<file path="src/hw/rtl/assert_macros.svh">
// assertion macros included by the downscaler rtl
`ifndef ASSERT_MACROS_SVH
`define ASSERT_MACROS_SVH
`ifndef SYNTH
// property must hold at every clock edge out of reset
`define BDSC_ASSERT(lbl, prop, msg) \
  lbl: assert property (@(posedge clk) disable iff (!rst_n) prop) else $error(msg);
// condition must never be true out of reset
`define BDSC_NEVER(lbl, cond, msg) \
  lbl: assert property (@(posedge clk) disable iff (!rst_n) !(cond)) else $error(msg);
`else
`define BDSC_ASSERT(lbl, prop, msg)
`define BDSC_NEVER(lbl, cond, msg)
`endif
`endif

</file>
<file path="src/hw/rtl/bdsc_ram.sv">
// generic single-port-write ram with registered read
module bdsc_ram #(
  parameter int W = 8,
  parameter int D = 16
) (
  input  logic                 clk,
  input  logic                 we,
  input  logic [$clog2(D)-1:0] waddr,
  input  logic [W-1:0]         wdata,
  input  logic [$clog2(D)-1:0] raddr,
  output logic [W-1:0]         rdata
);

  logic [W-1:0] mem [D];

  // write port and registered read port
  always_ff @(posedge clk) begin
    if (we) begin
      mem[waddr] <= wdata;
    end
    rdata <= mem[raddr];
  end

endmodule

</file>
<file path="config.mk">
export PLATFORM = sky130hd
export DESIGN_NAME = bdsc_ram
export DESIGN_NICKNAME = d
export VERILOG_FILES = /design/src/hw/rtl/assert_macros.svh /design/src/hw/rtl/bdsc_ram.sv
export SDC_FILE = /design/constraint.sdc
export NUM_CORES = 1
export LEC_CHECK = 0
export BUFFER_PORTS_ARGS = -buffer_cell sky130_fd_sc_hd__buf_4
export CAP_MARGIN = 20
export CELL_PAD_IN_SITES_DETAIL_PLACEMENT = 0
export CELL_PAD_IN_SITES_GLOBAL_PLACEMENT = 1
export CORE_MARGIN = 2
export CORE_UTILIZATION = 55
export CTS_CLUSTER_DIAMETER = 200
export DETAILED_ROUTE_END_ITERATION = 16
export GPL_ROUTABILITY_DRIVEN = 1
export GPL_TIMING_DRIVEN = 0
export HOLD_SLACK_MARGIN = 0.03
export PLACE_DENSITY_LB_ADDON = 0.1
export SYNTH_ARGS = -nofsm -noshare
export SYNTH_HDL_FRONTEND = slang
export SYNTH_SLANG_ARGS = --single-unit
export TNS_END_PERCENT = 1
</file>
<file path="constraint.sdc">
create_clock -name clk -period 3.96 [get_ports clk]
set_input_delay 0.198 -clock clk [delete_from_list [all_inputs] [get_ports clk]]
set_output_delay 0.198 -clock clk [all_outputs]
set_load 0.05 [all_outputs]
</file>
==> results.md <==
- Outcome: finished, final reports clean
- Synth Area per Inst: 22.48 um2
- Hold Path Class: in2reg
- Non-filler cells, final: 407
- CP arrival: 1.83 ns
- Boundary Pins: 26
- RSZ-0062 raised after global routing: no
- Worst Reg2Reg Path Length in Cells: 3
- Final GP Congestion: 0.6946
- Worst Path Buf+Inv: 0
- Final Max Tran Viols: 0
- WHS Path Cells: 1
- Count of input and output buffers: 24
- Layout cells sized above 1: 30.07%
- Vias in the first global route: 2460
- Hold_ws: 0.05275 ns
- CTS resizes: 0
- WL final: 9.583 mm
- Clock sink count: 136
- Post-Synthesis Cell Area: 5147 um2
- Clock Path Buffers: 2
- Initial drt markers: 300
- Crit-path cells: mux4_1, a22oi_1, nand2_1
- Critical path capture point: rdata[0]$_DFF_P_
- Worst-margin pin slew: 0.8418 ns
- FMAX: 691.2 MHz
- GR Util All Layers: 20.67%
- CP Capture Type: flip-flop
- Mapped Nets: 247
- RR Startpoint: mem[4][0]$_DFFE_PP_
- CP Launch Type: flip-flop
- Crit. path cell count: 3
- Die X: 100.7 um
- Layout filler cell count: 570
- Total congestion overflow: 0
- Dpl cells: 368
- R2R Setup Slk: 2.51 ns
- Starting density of the core: 56.24%
- CTS Buf Count: 17
- P_leak: 2.097 nW
- Critical path's slowest cell: mux4_1
- Reg2reg end: rdata[0]$_DFF_P_
- Maxcap violations: 0
- Antenna violations before repair: 0
- Max transition margin: 43.67%
- Area Overhead vs Synth: 19.54%
- Hpwl dp: 6.150 mm
- Layer with the highest usage: met2
- Setup TNS: 0 ns
- CTS hold repair buffers: 7
- Final net count: 301
- Register bit total from synthesis: 136
- Clk slew on worst S/H paths: 0.06 ns
- Yosys warns: 0
- CTS Root Cell: clkbuf_8
- Setup CP Type: reg2reg
- Worst-path maximum fanout: 1
- Met3 Usage GRT: 4.369%
- Clock latency on the worst-skew pair: 0.51 ns
- Worst vdd ir: 0.0003119 V
- Delay-heaviest family, CP: multiplexers
- Die area: 10150 um2
- Post-Syn Instances: 229
- DRT antenna net count: 0
- Ant diodes: 0
- Total number of vias: 2407
- Endpoints failing setup: 0
- Final Util: 67.23%
- CTS tree: yes
- Sequential share of the synthesized area: 77.78%
- Largest net degree at the start of global routing: 17
- Core area: 9153 um2
- Worst EP required: 4.35 ns
- DRC viols: 0
- Worst Skew: 0.006593 ns
- Setup Fix Bufs, Post-CTS: 0
- Worst setup startpoint: mem[4][0]$_DFFE_PP_
- Tmin final: 1.447 ns
- Met2 usage: 30.62%
- Fin. Hold Viols: 0
- Unique cell type count in the Yosys netlist: 19
- First drt pass iteration count: 4
- Die H: 100.7 um
- Routed vias/inst: 5.914
- Drt wl/cell: 23.55 um
- Period utilisation layout: 36.54%
- # rows: 35
- GR Layer Usage met1: 30.14%
- H-tree levels: 4
- CP peak stage delay: 0.55 ns
- Power Dens Cells: 545.2 nW/um2
- Global-route wire length before repair: 14.26 mm
-- flip-flops by register name, indices dropped and copies added (netlist names) --
register,flops
mem,128
rdata,8
-- cell families after synthesis --
logic type / count (synthesis) / share of synthesized area (%)
DFF: 136 / 77.78
and+or+nand+nor: 35 / 3.184
buffers and inverters: 10 / 1.677
muxes: 32 / 15.02
AOI/OAI and AO/OA: 16 / 2.334
-- stage by stage --
step / setup WS [ns] / instance area (um2) / power, mW
global placement: 1.682 / 5466 / 1.838
detailed placement: 1.978 / 5492 / 1.844
floorplan: 2.269 / 5147 / 1.762
global route: 2.462 / 6153 / 3.440
CTS: 2.499 / 6153 / 3.379
finish: 2.513 / 6153 / 3.355
-- cells in the mapped netlist (all sizes together) --
master | number | share of area [%]
nand2b | 2 | 0.24
buf | 7 | 1.1
edfxtp | 128 | 75
nand3b | 2 | 0.29
nand3 | 1 | 0.097
nand2 | 9 | 0.66
or3b | 1 | 0.17
dfxtp | 8 | 3.1
nor3 | 4 | 0.39
mux4 | 32 | 15
and2b | 1 | 0.15
nor2b | 1 | 0.12
a22oi | 16 | 2.3
clkdlybuf4s25 | 3 | 0.58
nor2 | 13 | 0.95
and2 | 1 | 0.12
-- power breakdown --
part	switching [mW]	internal [mW]	leakage, nW
registers	0.00750	1.61	1.22
clock network	0.577	0.960	0.288
logic	0.122	0.0795	0.585
-- how the worst min path moves through the flow --
stage / endpoint / startpoint
finish: mem[4][1]$_DFFE_PP_ / wdata[1]
detailed placement: mem[6][6]$_DFFE_PP_ / wdata[6]
CTS: mem[5][1]$_DFFE_PP_ / wdata[1]
global route: mem[7][1]$_DFFE_PP_ / wdata[1]
global placement: mem[6][6]$_DFFE_PP_ / wdata[6]
floorplan: mem[0][0]$_DFFE_PP_ / wdata[0]
-- metal layers --
layer  share of wire [%]  routed length [um]
met5                   0                   0
met4                 1.5                 142
met3                 9.0                 864
met2                  50                4746
met1                  40                3829
-- cells in the final DEF, fill, tap and decap left out, types with 2 or more instances in the layout --
cell / instances
mux4_2: 18
nand3b_1: 2
clkbuf_16: 16
clkinvlp_4: 2
bufinv_16: 3
nor3_1: 4
nand2_1: 9
dfxtp_1: 8
mux4_1: 14
a22oi_1: 16
clkinv_4: 4
dlygate4sd3_1: 7
inv_6: 2
nor2_1: 13
buf_2: 5
buf_6: 3
nand2b_1: 2
clkdlybuf4s25_2: 3
edfxtp_1: 128
clkinv_2: 4
buf_4: 27
-- area by class of cell --
cell class | instances | area [um2] | area share, %
clock inverter | 15 | 177.7 | 2.887
timing repair buffer | 35 | 275.3 | 4.473
buffer | 10 | 86.33 | 1.403
tap | 111 | 138.9 | 2.257
clock buffer | 17 | 414.1 | 6.730
multi-input combinational | 83 | 1057 | 17.18
sequential | 136 | 4004 | 65.07
Note: power is estimated with default switching activity, not from simulation.
