**config.mk**
```make
export PLATFORM = sky130hd
export DESIGN_NAME = bdsc_div
export DESIGN_NICKNAME = d
export VERILOG_FILES = /design/src/hw/rtl/assert_macros.svh /design/src/hw/rtl/bdsc_pkg.sv /design/src/hw/rtl/bdsc_div.sv
export SDC_FILE = /design/constraint.sdc
export NUM_CORES = 1
export LEC_CHECK = 0
export ABC_AREA = 0
export BUFFER_PORTS_ARGS = -buffer_cell sky130_fd_sc_hd__buf_4
export CAP_MARGIN = 10
export CORE_UTILIZATION = 40
export DETAILED_ROUTE_END_ITERATION = 8
export GPL_TIMING_DRIVEN = 0
export HOLD_SLACK_MARGIN = 0.08
export PLACE_DENSITY = 0.69
export SLEW_MARGIN = 20
export SYNTH_ARGS = -nofsm -noshare
export SYNTH_HDL_FRONTEND = slang
export SYNTH_SLANG_ARGS = --single-unit
```
**constraint.sdc**
```tcl
create_clock -name clk -period 5.7 [get_ports clk]
set_clock_uncertainty 0.05 [all_clocks]
set_input_delay 0.57 -clock clk [delete_from_list [all_inputs] [get_ports clk]]
set_output_delay 0.57 -clock clk [all_outputs]
set_load 0.1 [all_outputs]
```
**src/hw/rtl/assert_macros.svh**
```systemverilog
// assertion macros included by the downscaler rtl
`ifndef ASSERT_MACROS_SVH
`define ASSERT_MACROS_SVH
`ifndef SYNTH
// property must hold at every clock edge out of reset
`define BDSC_ASSERT(lbl, prop, msg) \
  lbl: assert property (@(posedge clk) disable iff (!rst_n) prop) else $error(msg);
// condition must never be true out of reset
`define BDSC_NEVER(lbl, cond, msg) \
  lbl: assert property (@(posedge clk) disable iff (!rst_n) !(cond)) else $error(msg);
`else
`define BDSC_ASSERT(lbl, prop, msg)
`define BDSC_NEVER(lbl, cond, msg)
`endif
`endif

```
**src/hw/rtl/bdsc_pkg.sv**
```systemverilog
// constants, types and tables of the box downscaler
package bdsc_pkg;

  localparam int MAX_WIDTH  = 4096;
  localparam int MAX_HEIGHT = 4096;
  localparam int MAX_RATIO  = 8;

  localparam int MAX_DIM = (MAX_WIDTH > MAX_HEIGHT) ? MAX_WIDTH : MAX_HEIGHT;
  // coordinate and size width, holds the largest size itself
  localparam int CW    = $clog2(MAX_DIM) + 1;
  // span edge width, one span past the size
  localparam int EW    = CW + 1;
  localparam int AW    = $clog2(MAX_WIDTH);
  localparam int TW    = $clog2(MAX_RATIO + 1);
  localparam int RUN_W = $clog2((MAX_WIDTH / 2) * 255 + 1);
  localparam int SUM_W = $clog2((MAX_WIDTH / 2) * (MAX_HEIGHT / 2) * 255 + 1);
  localparam int REC_W = 13;
  localparam int T_W   = SUM_W + REC_W - 12;
  localparam int CFG_W = 13;
  localparam int IDX_W = 3;

  // register indexes
  localparam logic [IDX_W-1:0] REG_SRC_WIDTH  = 3'd0;
  localparam logic [IDX_W-1:0] REG_SRC_HEIGHT = 3'd1;
  localparam logic [IDX_W-1:0] REG_DST_WIDTH  = 3'd2;
  localparam logic [IDX_W-1:0] REG_DST_HEIGHT = 3'd3;

  // divider status toward the controller
  typedef struct packed {
    logic          busy;
    logic          done;
    logic [CW-1:0] quo;
    logic [CW-1:0] rem;
  } div_res_t;

  // 4096 / n for tap counts, zero taken as one
  function automatic logic [REC_W-1:0] recip(input logic [4:0] n);
    logic [REC_W-1:0] v;
    case (n)
      5'd0, 5'd1: v = 13'd4096;
      5'd2:  v = 13'd2048;
      5'd3:  v = 13'd1365;
      5'd4:  v = 13'd1024;
      5'd5:  v = 13'd819;
      5'd6:  v = 13'd682;
      5'd7:  v = 13'd585;
      5'd8:  v = 13'd512;
      5'd9:  v = 13'd455;
      5'd10: v = 13'd409;
      5'd11: v = 13'd372;
      5'd12: v = 13'd341;
      5'd13: v = 13'd315;
      5'd14: v = 13'd292;
      5'd15: v = 13'd273;
      default: v = 13'd256;
    endcase
    return v;
  endfunction

endpackage

```
**src/hw/rtl/bdsc_div.sv**
```systemverilog
// restoring divider for span quotient and remainder, one bit per cycle
module bdsc_div (
  input  logic                  clk,
  input  logic                  rst_n,
  input  logic                  start,
  input  logic [bdsc_pkg::CW-1:0] num,
  input  logic [bdsc_pkg::CW-1:0] den,
  output bdsc_pkg::div_res_t    res
);

  localparam int CW  = bdsc_pkg::CW;
  localparam int NW  = $clog2(CW + 1);

  logic [CW-1:0] q_r, q_nxt;
  logic [CW-1:0] r_r, r_nxt;
  logic [CW-1:0] den_r;
  logic [NW-1:0] cnt_r, cnt_nxt;
  logic          busy_r, busy_nxt;
  logic          done_r, done_nxt;
  logic [CW:0]   rem_sh;
  logic          fit;

  // one trial subtraction per cycle
  always_comb begin
    rem_sh   = {r_r, q_r[CW-1]};
    fit      = rem_sh >= {1'b0, den_r};
    q_nxt    = q_r;
    r_nxt    = r_r;
    cnt_nxt  = cnt_r;
    busy_nxt = busy_r;
    done_nxt = 1'b0;
    if (start) begin
      q_nxt    = num;
      r_nxt    = '0;
      cnt_nxt  = NW'(CW);
      busy_nxt = 1'b1;
    end else if (busy_r) begin
      q_nxt   = {q_r[CW-2:0], fit};
      r_nxt   = fit ? CW'(rem_sh - {1'b0, den_r}) : rem_sh[CW-1:0];
      cnt_nxt = cnt_r - 1'b1;
      if (cnt_r == NW'(1)) begin
        busy_nxt = 1'b0;
        done_nxt = 1'b1;
      end
    end
  end

  always_ff @(posedge clk) begin
    if (!rst_n) begin
      busy_r <= 1'b0;
      done_r <= 1'b0;
      cnt_r  <= '0;
    end else begin
      busy_r <= busy_nxt;
      done_r <= done_nxt;
      cnt_r  <= cnt_nxt;
    end
    q_r <= q_nxt;
    r_r <= r_nxt;
    if (start) begin
      den_r <= den;
    end
  end

  assign res.busy = busy_r;
  assign res.done = done_r;
  assign res.quo  = q_r;
  assign res.rem  = r_r;

endmodule

```
==> run_results.csv <==
group,metric,value,unit
worst_setup_path,cp.depth,10,
job,maxCapViolCount,0,
worst_hold_path,hold_path.class,"input pin to register",
timing,timing.fmax,335,MHz
timing,fin_crit_sh,52.4,%
global_route,grt.overflow.total,0,
worst_setup_path,cp_slowest_cell,"a221oi_2",
placement,dp_hpwl,3810,um
worst_setup_path,cpPeakStageDelay,480,ps
synthesis,netlist_top_cells_area,"edfxtp_1 32%, dfxtp_1 15%, ha_1 7.6%",
worst_setup_path,path_delay_family,"compound AO/OA/AOI/OAI gates",
clock_network,clock_latency,300,ps
worst_setup_path,r2r_end,"r_r[0]",
clock_network,cts.hold.buffers_added,0,
worst_setup_path,path_buf_inv,2,
placement,port-buffer-count,56,
outcome,outcome,"finished, final reports clean",
layout,layout.nets,326,
routing,routed_wl,5160,um
global_route,first_global_vias,1810,
worst_setup_path,cp-startpoint,"q_r[12]",
clock_network,clk_root_buffer_cell,"clkbuf_8",
worst_setup_path,r2r_start,"q_r[12]",
pwr,p_sw,0.359,mW
synthesis,synthCells,218,
worst_setup_path,critPathKind,"register to register",
floorplan,num_io_pins,57,
clock_network,htree_levels,2,
synthesis,synth-edff-count,26,
worst_setup_path,crit_arrival,3160,ps
pwr,power.density,314,nW/um^2
worst_setup_path,endpoint,"r_r[0]",
routing,drt_iter0_markers,72,
worst_setup_path,reg2reg_slack,2710,ps
clock_network,cts_buffers,5,
layout,antenna-diode-count,0,
worst_setup_path,path_cells,"inv_1, ha_1, inv_1, fa_1, a21o_1, a221oi_2, and2_4, o31a_2, mux2_2, a211oi_1",
global_route,antenna_found_initial,0,
clock_network,clkTransAtPathRegs,90,ps
timing,fin_crit,2990,ps
worst_setup_path,cp-end-kind,"register",
layout,fillers,561,
pwr,combPwrFrac,34.6,%
layout,area_delta_synth_final,25.3,%
clock_network,cts_buffer_depth,2,
routing,vias,1862,
timing,rsz0062_at_grt,"false",
synthesis,seq_area_frac_synth,47.0,%
clock_network,postCtsResizedCells,0,
routing,via_per_inst,5.22,
global_route,grt_use_total,17.5,%
floorplan,coreArea,5960,sq um
floorplan,die_h,80.6,um
routing,ant_nets,0,
synthesis,yosysUniqueCellTypes,46,
placement,placed_area,2990,sq um
synthesis,ys_warn_count,0,
layout,drive_above_1_share,32.6,%
worst_setup_path,cp.required,5870,ps
pwr,power_leakage,1.31,nW
floorplan,dieArea,6500,sq um
synthesis,synth_area_per_cell,11.3,sq um
synthesis,synth_top_cell_by_area,"edfxtp_1",
synthesis,netlist_area,2470,sq um
pwr,p_sw_share,36.9,%
timing,fin_tns_setup,0,ps
pwr,p_int,0.612,mW
timing,relSlewSlack,56.6,%
timing,finalSetupViolations,0,
synthesis,ys_ff_latch,45,
floorplan,die_w,80.6,um
global_route,grt_pass1_wl,8690,um
worst_setup_path,ff2ff_path_depth,10,
timing,hold_violations,0,
routing,drc_errors,0,
pwr,p_seq_share,40.6,%
worst_setup_path,start_kind,"register",
synthesis,syn_nets,263,
clock_network,post_cts_buffers,0,
timing,tightest_slew,651,ps
pwr,peakVddDrop,0.143,mV
routing,detail_route.wl_per_cell,14.4,um
synthesis,synth-async-reset-ratio,0,%
timing,finalMaxSlewViolations,0,
worst_setup_path,cpMostUsedCell,"inv_1",
synthesis,synth_top_cell_area_share,31.6,%
clock_network,cts.sinks,45,
floorplan,rows,28,
layout,final_util,52.0,%
synthesis,synthFlopType,"edfxtp_1",
global_route,grt_max_degree,16,
worst_setup_path,worst-path-max-fanout,6,
pwr,clock_power_share,24.8,%
routing,first_pass_iters,4,
placement,finalWeightedCongestion,0.802,
clock_network,cts_tree,"yes",
layout,postLayoutCellArea,3100,sq um
floorplan,start_util,41.5,%
-- kinds of logic after synthesis --
kind of cell	synth area share, %
multiplexers	9.26
AO/OA/AOI/OAI	16.0
XOR/XNOR	4.25
buffers and inverters	5.92
adder cells (fa/ha/maj)	8.40
flip-flops	47.0
AND/OR/NAND/NOR	9.21
-- through the flow --
step                      instances  total power [mW]  setup slack, ps  hold slack [ps]
final                           357             0.971             2710              385
after CTS                       357             0.977             2700              381
after global placement          349             0.734             2770              462
after global routing            357              1.02             2510              371
after detailed placement        349             0.738             2710              469
after floorplan                 218             0.661             2530              460
-- worst reg2reg max path, stage by stage, from the launching register on --
cell and delay [ps]:
edfxtp_1 410, inv_1 100, ha_1 150, inv_1 50
fa_1 390, a21o_1 220, a221oi_2 480, and2_4 270
o31a_2 220, mux2_2 350, a211oi_1 220
-- Yosys cell counts, types with 2 or more instances --
cell	n
a21boi_0	4
a41oi_1	4
nor3b_1	4
ha_1	15
nor2_1	16
o21ai_0	6
xnor2_1	7
a21oi_1	10
dfxtp_1	19
nand4_1	3
nand2_1	7
a31oi_1	3
a21o_1	5
a311oi_1	2
o21bai_1	2
edfxtp_1	26
nor3_1	2
nor2b_1	2
nand3_1	3
inv_1	17
buf_6	4
mux2_2	15
a211oi_1	7
mux2i_1	6
xor2_1	5
buf_4	4
-- layer usage --
layer  routed length (um)  vias up  GRT usage, %
met5                    0        -             0
met4                   53        0          4.29
met3                  290        7          4.77
met2                 2320       54          26.4
met1                 2500      871          24.7
li1                     -      930             -
-- how the worst min path moves through the flow --
stage                   from       end  slack, ps  cells past startpoint
finish                den[9]  den_r[9]        380                      1
global route          den[8]  den_r[8]        370                      1
CTS                   den[7]  den_r[7]        380                      1
detailed placement    r_r[4]    r_r[5]        470                      2
global placement      r_r[3]    r_r[3]        460                      2
floorplan           cnt_r[1]  cnt_r[1]        460                      1
-- cell usage in the layout, fill, tap and decap left out, drive strengths merged, types with 2 or more instances in the layout --
master / instances
buf: 64
edfxtp: 26
dfxtp: 19
inv: 17
nor2: 16
mux2: 15
ha: 15
a21oi: 10
nand2: 7
xnor2: 7
a211oi: 7
o21ai: 6
mux2i: 6
clkbuf: 6
a21o: 5
xor2: 5
a41oi: 4
a21boi: 4
nor3b: 4
nand3: 3
nand4: 3
a31oi: 3
clkinv: 2
a311oi: 2
nor2b: 2
nor3: 2
o21bai: 2
-- flip-flops by register name, indices dropped and copies added, names as in the netlist --
name / count
den_r: 13
q_r: 13
r_r: 13
cnt_r: 4
busy_r: 1
done_r: 1
-- power by group through the flow --
stage          combinational, mW  clock [mW]  sequential [mW]
2_1_floorplan              0.139           0            0.522
3_3_place_gp               0.333           0            0.401
3_5_place_dp               0.336           0            0.402
4_1_cts                    0.338       0.245            0.395
5_1_grt                    0.361       0.258            0.398
6_report                   0.336       0.241            0.394
-- layout make-up --
class | count | area, sq um | share of cell area [%]
Buffer | 9 | 78.8 | 2.55
Timing Repair Buffer | 56 | 420 | 13.6
Inverter | 18 | 67.6 | 2.18
Tap cell | 75 | 93.8 | 3.03
Multi-Input combinational cell | 146 | 1160 | 37.6
Sequential cell | 45 | 1160 | 37.5
Clock buffer | 5 | 68.8 | 2.22
Clock inverter | 3 | 41.3 | 1.33
Note: power is estimated with default switching activity, not from simulation.
